File: src/design/sfd_pkg.sv
`default_nettype none

package sfd_pkg;

    // Header bytes that open every frame.
    localparam logic [7:0] HDR0 = 8'h56;
    localparam logic [7:0] HDR1 = 8'h52;
    localparam logic [7:0] HDR2 = 8'h54;

    // Reset values of the configuration registers.
    localparam logic       BIG_ENDIAN_RST = 1'b0;
    localparam logic [7:0] MAX_REG_ADDR_RST = 8'h20;
    localparam logic [7:0] CMD_FLOOR_RST = 8'h90;

    // Configuration register indexes.
    localparam int unsigned CFG_ADDR_W = 2;
    localparam logic [CFG_ADDR_W-1:0] CFG_BIG_ENDIAN = 2'd0;
    localparam logic [CFG_ADDR_W-1:0] CFG_MAX_REG_ADDR = 2'd1;
    localparam logic [CFG_ADDR_W-1:0] CFG_CMD_FLOOR = 2'd2;

    // Output frame kinds.
    localparam logic [1:0] KIND_REG = 2'd0;
    localparam logic [1:0] KIND_CMD = 2'd1;
    localparam logic [1:0] KIND_ERR = 2'd2;
    localparam logic [1:0] KIND_UNUSED = 2'd3;

    // Width of the packed result on the output stream.
    localparam int unsigned RES_W = 42;
    localparam int unsigned M_TDATA_W = 48;

    // Position of the receiver inside a frame.
    typedef enum logic [3:0] {
        POS_HUNT  = 4'd0,
        POS_HDR1  = 4'd1,
        POS_HDR2  = 4'd2,
        POS_CODE  = 4'd3,
        POS_D0    = 4'd4,
        POS_D1    = 4'd5,
        POS_D2    = 4'd6,
        POS_D3    = 4'd7,
        POS_CSUM  = 4'd8
    } pos_t;

    // Configuration as seen by the frame parser.
    typedef struct packed {
        logic       big_endian;
        logic [7:0] max_register_address;
        logic [7:0] command_floor;
    } cfg_t;

    // One result item.
    typedef struct packed {
        logic [31:0] data_word;
        logic [7:0]  frame_code;
        logic [1:0]  frame_kind;
    } result_t;

endpackage

`default_nettype wire

File: src/design/serial_frame_deframer_checksum.sv
// m_tvalid rises after a checksum byte is transferred: the byte is held in the input register
// and, once the result register has room, is classified into the result register.
// Throughput: one byte per cycle while m_tready stays high; a waiting result stalls input.
// One frame of nine bytes gives at most one result.
// Reset (rst_n low, asynchronous): both stages empty, receiver hunting for a header,
// configuration back to little endian, register limit 0x20 and command floor 0x90.
`default_nettype none

module serial_frame_deframer_checksum (
    input  wire logic                                clk,
    input  wire logic                                rst_n,
    // Input stream, tdata: rx_byte[7:0].
    input  wire logic                                s_tvalid,
    output logic                                     s_tready,
    input  wire logic [7:0]                          s_tdata,
    // Output stream, tdata: frame_kind[1:0], frame_code[9:2], data_word[41:10],
    // zero fill[47:42].
    output logic                                     m_tvalid,
    input  wire logic                                m_tready,
    output logic [sfd_pkg::M_TDATA_W-1:0]            m_tdata,
    // Configuration write port.
    input  wire logic                                cfg_we,
    input  wire logic [sfd_pkg::CFG_ADDR_W-1:0]      cfg_addr,
    input  wire logic [7:0]                          cfg_wdata
);
    import sfd_pkg::*;

    logic       in_valid_reg;
    logic       in_valid_next;
    logic [7:0] in_byte_reg;
    logic       s_accept;
    logic       process;
    logic       out_free;
    logic       res_valid;
    result_t    res;
    cfg_t       cfg_reg;

    // Configuration registers.
    always_ff @(posedge clk or negedge rst_n)
    begin
        if (!rst_n)
        begin
            cfg_reg.big_endian           <= BIG_ENDIAN_RST;
            cfg_reg.max_register_address <= MAX_REG_ADDR_RST;
            cfg_reg.command_floor        <= CMD_FLOOR_RST;
        end
        else if (cfg_we)
        begin
            case (cfg_addr)
                CFG_BIG_ENDIAN:   cfg_reg.big_endian           <= cfg_wdata[0];
                CFG_MAX_REG_ADDR: cfg_reg.max_register_address <= cfg_wdata;
                CFG_CMD_FLOOR:    cfg_reg.command_floor        <= cfg_wdata;
                default:          ;
            endcase
        end
    end

    // Input register: a held byte moves on once the result register has room.
    always_comb
    begin
        process  = in_valid_reg && out_free;
        s_tready = !in_valid_reg || out_free;
        s_accept = s_tvalid && s_tready;
        if (s_accept)
        begin
            in_valid_next = 1'b1;
        end
        else if (process)
        begin
            in_valid_next = 1'b0;
        end
        else
        begin
            in_valid_next = in_valid_reg;
        end
    end

    always_ff @(posedge clk or negedge rst_n)
    begin
        if (!rst_n)
        begin
            in_valid_reg <= 1'b0;
        end
        else
        begin
            in_valid_reg <= in_valid_next;
        end
    end

    always_ff @(posedge clk)
    begin
        if (s_accept)
        begin
            in_byte_reg <= s_tdata;
        end
    end

    sfd_parser u_parser (
        .clk        (clk),
        .rst_n      (rst_n),
        .byte_valid (process),
        .rx_byte    (in_byte_reg),
        .cfg        (cfg_reg),
        .res_valid  (res_valid),
        .res        (res)
    );

    sfd_out_stage u_out (
        .clk       (clk),
        .rst_n     (rst_n),
        .res_valid (res_valid),
        .res       (res),
        .out_free  (out_free),
        .m_tvalid  (m_tvalid),
        .m_tready  (m_tready),
        .m_tdata   (m_tdata)
    );

endmodule

`default_nettype wire

File: src/design/sfd_parser.sv
`default_nettype none

module sfd_parser (
    input  wire logic            clk,
    input  wire logic            rst_n,
    input  wire logic            byte_valid,
    input  wire logic [7:0]      rx_byte,
    input  wire sfd_pkg::cfg_t   cfg,
    output logic                 res_valid,
    output sfd_pkg::result_t     res
);
    import sfd_pkg::*;

    pos_t       pos_reg;
    pos_t       pos_next;
    logic [7:0] sum_reg;
    logic [7:0] sum_next;
    logic [7:0] code_reg;
    logic [7:0] data_bytes [4];
    logic       cap_code;
    logic       cap_data;
    logic [1:0] cap_idx;
    logic       csum_ok;
    logic [31:0] word;

    // Frame position and running sum registers.
    always_ff @(posedge clk or negedge rst_n)
    begin
        if (!rst_n)
        begin
            pos_reg <= POS_HUNT;
            sum_reg <= 8'd0;
        end
        else if (byte_valid)
        begin
            pos_reg <= pos_next;
            sum_reg <= sum_next;
        end
    end

    // Capture of the code byte and the four data bytes.
    always_ff @(posedge clk)
    begin
        if (byte_valid && cap_code)
        begin
            code_reg <= rx_byte;
        end
        if (byte_valid && cap_data)
        begin
            data_bytes[cap_idx] <= rx_byte;
        end
    end

    // Next position, sum update and capture strobes.
    always_comb
    begin
        pos_next = POS_HUNT;
        sum_next = sum_reg;
        cap_code = 1'b0;
        cap_data = 1'b0;
        cap_idx  = 2'd0;
        case (pos_reg)
            POS_HDR1:
            begin
                if (rx_byte == HDR1)
                begin
                    pos_next = POS_HDR2;
                end
                else if (rx_byte == HDR0)
                begin
                    pos_next = POS_HDR1;
                end
            end
            POS_HDR2:
            begin
                if (rx_byte == HDR2)
                begin
                    pos_next = POS_CODE;
                    sum_next = 8'd0;
                end
                else if (rx_byte == HDR0)
                begin
                    pos_next = POS_HDR1;
                end
            end
            POS_CODE:
            begin
                cap_code = 1'b1;
                sum_next = sum_reg + rx_byte;
                pos_next = POS_D0;
            end
            POS_D0, POS_D1, POS_D2, POS_D3:
            begin
                cap_data = 1'b1;
                cap_idx  = pos_reg[1:0];
                sum_next = sum_reg + rx_byte;
                pos_next = pos_t'(pos_reg + 4'd1);
            end
            POS_CSUM:
            begin
                sum_next = 8'd0;
                pos_next = POS_HUNT;
            end
            default:
            begin
                // Hunting: a first header byte starts a new frame.
                if (rx_byte == HDR0)
                begin
                    pos_next = POS_HDR1;
                end
            end
        endcase
    end

    // Checksum test, word assembly and classification on the checksum byte.
    always_comb
    begin
        csum_ok = (~sum_reg) == rx_byte;
        if (cfg.big_endian)
        begin
            word = {data_bytes[0], data_bytes[1], data_bytes[2], data_bytes[3]};
        end
        else
        begin
            word = {data_bytes[3], data_bytes[2], data_bytes[1], data_bytes[0]};
        end
        res.data_word  = word;
        res.frame_code = code_reg;
        if (!csum_ok)
        begin
            res.frame_kind = KIND_ERR;
        end
        else if (code_reg <= cfg.max_register_address)
        begin
            res.frame_kind = KIND_REG;
        end
        else if (code_reg >= cfg.command_floor)
        begin
            res.frame_kind = KIND_CMD;
        end
        else
        begin
            res.frame_kind = KIND_UNUSED;
        end
        res_valid = byte_valid && (pos_reg == POS_CSUM);
    end

endmodule

`default_nettype wire

File: src/design/sfd_out_stage.sv
`default_nettype none

module sfd_out_stage (
    input  wire logic                               clk,
    input  wire logic                               rst_n,
    input  wire logic                               res_valid,
    input  wire sfd_pkg::result_t                   res,
    output logic                                    out_free,
    output logic                                    m_tvalid,
    input  wire logic                               m_tready,
    output logic [sfd_pkg::M_TDATA_W-1:0]           m_tdata
);
    import sfd_pkg::*;

    logic    valid_reg;
    logic    valid_next;
    result_t res_reg;

    // The register can take a new result when empty or being drained.
    always_comb
    begin
        out_free = !valid_reg || m_tready;
        if (res_valid)
        begin
            valid_next = 1'b1;
        end
        else if (m_tready)
        begin
            valid_next = 1'b0;
        end
        else
        begin
            valid_next = valid_reg;
        end
    end

    always_ff @(posedge clk or negedge rst_n)
    begin
        if (!rst_n)
        begin
            valid_reg <= 1'b0;
        end
        else
        begin
            valid_reg <= valid_next;
        end
    end

    // Result payload.
    always_ff @(posedge clk)
    begin
        if (res_valid)
        begin
            res_reg <= res;
        end
    end

    assign m_tvalid = valid_reg;
    assign m_tdata  = {{(M_TDATA_W - RES_W){1'b0}}, res_reg};

endmodule

`default_nettype wire
File: config.mk
export PLATFORM = sky130hd
export DESIGN_NAME = serial_frame_deframer_checksum
export DESIGN_NICKNAME = d
export VERILOG_FILES = /design/src/design/sfd_pkg.sv /design/src/design/serial_frame_deframer_checksum.sv /design/src/design/sfd_parser.sv /design/src/design/sfd_out_stage.sv
export SDC_FILE = /design/constraint.sdc
export NUM_CORES = 1
export LEC_CHECK = 0
export BUFFER_PORTS_ARGS = -buffer_cell sky130_fd_sc_hd__clkbuf_2
export CORE_MARGIN = 2
export CORE_UTILIZATION = 35
export DETAILED_ROUTE_END_ITERATION = 8
export SLEW_MARGIN = 20
export SYNTH_ARGS = -nofsm -noshare
export SYNTH_HDL_FRONTEND = slang
export SYNTH_SLANG_ARGS = --single-unit
File: constraint.sdc
create_clock -name clk -period 4.2 [get_ports clk]
set_input_delay 0.21 -clock clk [delete_from_list [all_inputs] [get_ports clk]]
set_output_delay 0.21 -clock clk [all_outputs]
set_load 0.01 [all_outputs]
# Word-level counts from Yosys, hierarchy flattened
# Memories as Yosys holds them, arrays and structs flattened.
# Cells that the tools add are included.
[classes] addsub=2 order_cmp=2 eq_ne=15 mux=18 bitwise_logic=2 n_reduce_logical=20
[op_table] op="2-to-1 mux 32 bit" n=1
[op_table] op="== test 8 x 7 -> 1 bit (second input constant)" n=3
[op_table] op="one-hot mux 8 bit (3 select lines)" n=1
[op_table] op="one-hot mux 4 bit (5 select lines)" n=1
[op_table] op="== test 4 x 3 -> 1 bit (second input constant)" n=4
[op_table] op="2-to-1 mux 1 bit" n=9
[op_table] op="adder 8 bit" n=1
[op_table] op="== test 4 x 2 -> 1 bit (second input constant)" n=2
[op_table] op="== test 8 bit" n=1
[op_table] op=">= comparator 8 bit" n=1
[op_table] op="<= comparator 8 bit" n=1
[op_table] op="2-to-1 mux 4 bit" n=2
[op_table] op="2-to-1 mux 8 bit" n=1
[op_table] op="NOT 8 bit" n=1
[op_table] op="2-to-1 mux 2 bit" n=3
[op_table] op="AND reduction 2 bit" n=3
[op_table] op="logical AND 1 bit" n=5
[op_table] op="OR reduction 5 bit" n=1
[op_table] op="adder 4 x 1 -> 4 bit (second input constant)" n=1
[op_table] op="== test 4 x 1 -> 1 bit (second input constant)" n=1
[op_table] op="== test 4 bit (second input constant)" n=1
[op_table] op="nonzero test 2 bit" n=2
[op_table] op="OR reduction 4 bit" n=1
[op_table] op="AND reduction 3 bit" n=1
[op_table] op="other kinds (9)" n=11
[totals] regBits=89 ramBits=32 in_bits=23 wordCells=73 mem_count=1
[mem_list] name="u_parser.data_bytes" depth=4 word_bits=8 rd=4 rd_ports_with_merged_regs=0 wr=1 line_no="sfd_parser.sv:19" source="logic [7:0] data_bytes [4];"

# Logic depth before layout (Yosys ltp)
[depth] word_depth=6 mapped_depth=8 ltp_nobuf=7

# Hierarchy
# Synthesis repeated with hierarchy kept, for this count alone.
[hier_totals] hier_cells=344 area_unflattened_um2=5295.1
[by_module_without_submodules] module="sfd_parser" n_inst=1 cells_each=242 area_each_um2=2979.1 seq_area_each_um2=1501.4
[by_module_without_submodules] module="sfd_out_stage" n_inst=1 cells_each=52 area_each_um2=1357.6 seq_area_each_um2=1286.2
[by_module_without_submodules] module="serial_frame_deframer_checksum" n_inst=1 cells_each=50 area_each_um2=958.4 seq_area_each_um2=694.4

# Worst setup path before layout
# Ideal clock, no wire load.
[synth_timing] path_type="reg-to-reg" from="register u_parser.pos_reg[0]" to="register u_out.res_reg (netlist bit u_out.m_tdata[0]) (enable)" setup_time_ns=0.441 t_arrival_ns=2.726 t_required_ns=3.759 path_slack_ns=1.032 path_stages_with_launch=6 n_path_buf=0 period_less_slack_ns=3.168 path_cell_list="dfrtp_1 -> inv_1 -> ha_1 -> nor2b_1 -> nand2_1 -> nor2_1"
[synth_between] elab_chain_cells=2
[synth_lines] item="from (decl)" line_no="sfd_parser.sv:14" source="pos_t pos_reg;"
[synth_lines] item="from (signal assigned)" line_no="sfd_parser.sv:36" source="pos_reg <= pos_next;"
[synth_lines] item="== test 4 bit" line_no="sfd_parser.sv:145" source="res_valid = byte_valid && (pos_reg == POS_CSUM);"
[synth_lines] item="logical AND 1 bit" line_no="sfd_parser.sv:145"
[synth_lines] item="named net res_valid" line_no="serial_frame_deframer_checksum.sv:34" source="logic res_valid;"
[synth_lines] item="to (signal assigned)" line_no="sfd_out_stage.sv:54" source="res_reg <= res;"
[synth_lines] item="to (decl)" line_no="sfd_out_stage.sv:17" source="result_t res_reg;"
# The timed path passes the listed nets, and every way through them passes these cells.
# A chain may end at the register's enable or synchronous reset.

# Final worst setup path
[layout_timing] from="register in_byte_reg[0]" to="register u_parser.sum_reg[7]"
[layout_between] elab_chain_cells=3
[layout_lines] item="from (decl)" line_no="serial_frame_deframer_checksum.sv:30" source="logic [7:0] in_byte_reg;"
[layout_lines] item="from (signal assigned)" line_no="serial_frame_deframer_checksum.sv:94" source="in_byte_reg <= s_tdata;"
[layout_lines] item="parallel branches: the longest is 3 deep, another holds adder 8 bit"
[layout_lines] item="to (signal assigned)" line_no="sfd_parser.sv:37" source="sum_reg <= sum_next;"
[layout_lines] item="to (decl)" line_no="sfd_parser.sv:16" source="logic [7:0] sum_reg;"
# Parallel ways; which one is timed is not known.

==> metrics.yaml <==
sta:
  hold_viol_final: 0
  skew_ns: 0.00724
  finalCritPeriodShare: 0.572
  holdWs_ns: 0.00720
  period_needed_ns: 2.40
  tightest_slew_ns: 0.882
  max_freq_mhz: 416
  rsz0062_at_grt: "false"
  setup_viol: 0
  worst_slack_ns: 1.80
  drv_slew: 0
  fin_tns_setup_ns: 0
  max_slew_margin: 0.412
clocking:
  cts.sinks: 121
  cts_buffer_depth: 2
  hold_buffers: 9
  cts_tree: "built"
  cts_resized: 0
  clk_pin_slew_ns: 0.06
  insertion_delay_ns: 0.40
  cts_setup_buffers: 0
  cts_inserted_buffers: 17
  clock_tree.root_cell: "clkbuf_16"
  htreeDepth: 4
global_route:
  grt-busiest-layer: "met2"
  grt_max_degree: 33
  met3_usage: 0.0375
  grt_pass1_vias: 3082
  globalRouteOverflowTotal: 0
  grt_use_met2: 0.212
  grt_pass1_wl_um: 15600
  grt_usage: 0.127
  grt_util_met1: 0.151
  antenna_found_initial: 0
synthesis:
  yosysSeqAreaShare: 0.662
  ys.warnings.count: 0
  synth.distinct_cells: 49
  netlist_instances: 343
  synth-edff-count: 90
  synth_ff_type: "edfxtp_1"
  netlist_area_mm2: 0.00526
  synthArstFlopShare: 0.256
  synth_seq_cells: 121
  synth.avg_cell_area_um2: 15.3
route:
  first_iter_violations: 116
  drc: 0
  firstDrtPassIters: 4
  wl_per_cell_um: 15.4
  via_per_inst: 4.85
  vias: 3065
  ant_nets: 0
  wl_um: 9710
pwr:
  power_density_mw_per_mm2: 570
  leakagePower_uw: 0.00258
  ir_worst_vdd_v: 0.000314
  power.total_uw: 3710
final_layout:
  drive_gt1_frac: 0.350
  largest_reg_flops: 42
  fillCellCount: 1271
  utilization: 0.446
  synthToLayoutAreaGrowth_pct: 23.7
  layout.nets: 486
  num_antenna_cells: 0
  mostFrequentLayoutCells: "90 x edfxtp_1, 66 x clkbuf_2, 49 x mux2_2"
  mostFrequentLayoutCell: "edfxtp_1"
outcome:
  outcome: "completed"
setup_path:
  cpPeakStageDelay_ns: 0.58
  critPathTopFamily: "simple AND/OR/NAND/NOR gates"
  arrival_ns: 2.73
  worst-path-buf-inv: 0
  cp-start-kind: "flop"
  cp_max_fo: 9
  cpMaxStageDelayCell: "or4b_4"
  path_class: "flop to flop"
  cp-end-kind: "flop"
  path_cells: "or4b_4 -> o311ai_2 -> and3_1 -> or4b_1 -> o21ai_1"
  cp.required_ns: 4.53
floorplanning:
  core_mm2: 0.0146
  die_area_mm2: 0.0160
  ios: 73
  initial_core_util: 0.360
  rows: 44
  dieWidth_um: 127
  die_h_um: 127
hold_path:
  min_path_type: "primary input to flop"
place:
  gp_congestion: 0.837
  port_buffers: 66
  dp_slack_ns: 1.81
  hpwlAfterDp_um: 6840
run:
  drv_cap: 0
==> where the power goes <==
| part | total [uW] | switching [uW] | internal [uW] |
|---|---|---|---|
| sequential | 1540 | 91.6 | 1450 |
| clock | 1430 | 502 | 930 |
| combinational | 736 | 391 | 345 |
| total | 3710 | 984 | 2720 |
==> cell usage after synthesis (2+ instances only) <==
library cell | number | share of area
nand3b_1 | 3 | 0.0043
nor4_1 | 7 | 0.0083
nor2_1 | 11 | 0.0079
xor2_1 | 2 | 0.0033
o21a_1 | 2 | 0.0029
dfrtp_1 | 28 | 0.13
a22o_1 | 6 | 0.010
nand4_1 | 5 | 0.0060
nand2b_1 | 8 | 0.0095
nand2_1 | 5 | 0.0036
a21oi_1 | 9 | 0.0086
buf_4 | 7 | 0.010
nand3_1 | 3 | 0.0029
edfxtp_1 | 90 | 0.51
xnor2_1 | 3 | 0.0050
clkbuf_1 | 6 | 0.0043
mux2_2 | 49 | 0.10
o21ai_0 | 13 | 0.012
a211oi_1 | 3 | 0.0043
inv_1 | 19 | 0.014
ha_1 | 27 | 0.064
nor3_1 | 4 | 0.0038
a21o_1 | 5 | 0.0071
dfstp_2 | 3 | 0.015
==> area by class of cell <==
class                           count  area, um^2  share of cell area
Clock buffer                       20         437              0.0671
Clock inverter                     12         151              0.0233
Inverter                           19        71.3              0.0110
Multi-Input combinational cell    195        1650               0.254
Sequential cell                   121        3480               0.535
Tap cell                          184         230              0.0354
Timing Repair Buffer               81         478              0.0735
==> through the flow <==
| step | std cells | area, um^2 |
|---|---|---|
| floorplan | 348 | 5280 |
| global placement | 590 | 5810 |
| finish | 632 | 6500 |
| CTS | 632 | 6500 |
| detailed placement | 591 | 5830 |
| global route | 632 | 6500 |
==> cell families (layout without fill, tap and decap cells) <==
logic type | count (synthesis) | count (layout) | synth area share
simple gates | 55 | 55 | 0.0598
fa+ha+maj | 28 | 28 | 0.0681
mux | 49 | 49 | 0.105
other cells | 1 | 6 | 0.000713
flops | 121 | 121 | 0.662
buf+inv | 32 | 132 | 0.0279
compound gates | 52 | 52 | 0.0678
xor+xnor | 5 | 5 | 0.00833
==> worst paths after layout <==
kind                                                 from  cells after the start  slack [ns]                         endpoint
setup reg to reg                 in_byte_reg[0]$_DFFE_PP_                      5        1.80  u_parser.sum_reg[7]$_DFFE_PN0P_
hold / removal                                 s_tdata[0]                      1       0.007         in_byte_reg[0]$_DFFE_PP_
hold reg to reg            u_parser.code_reg[0]$_DFFE_PP_                      0        0.45       u_out.m_tdata[2]$_DFFE_PP_
setup / recovery                 in_byte_reg[0]$_DFFE_PP_                      5        1.80  u_parser.sum_reg[7]$_DFFE_PN0P_
max in group asynchronous                           rst_n                      2        3.19  u_parser.sum_reg[3]$_DFFE_PN0P_
min in group asynchronous                           rst_n                      2        0.46           cfg_reg[5]$_DFFE_PN0P_
==> layer usage <==
metal / vias to the layer above / share of wire
met5: - / 0
met4: 0 / 0.021
met3: 16 / 0.053
met2: 87 / 0.49
met1: 1479 / 0.44
li1: 1483 / -
Power figures use the tool's default switching activity.
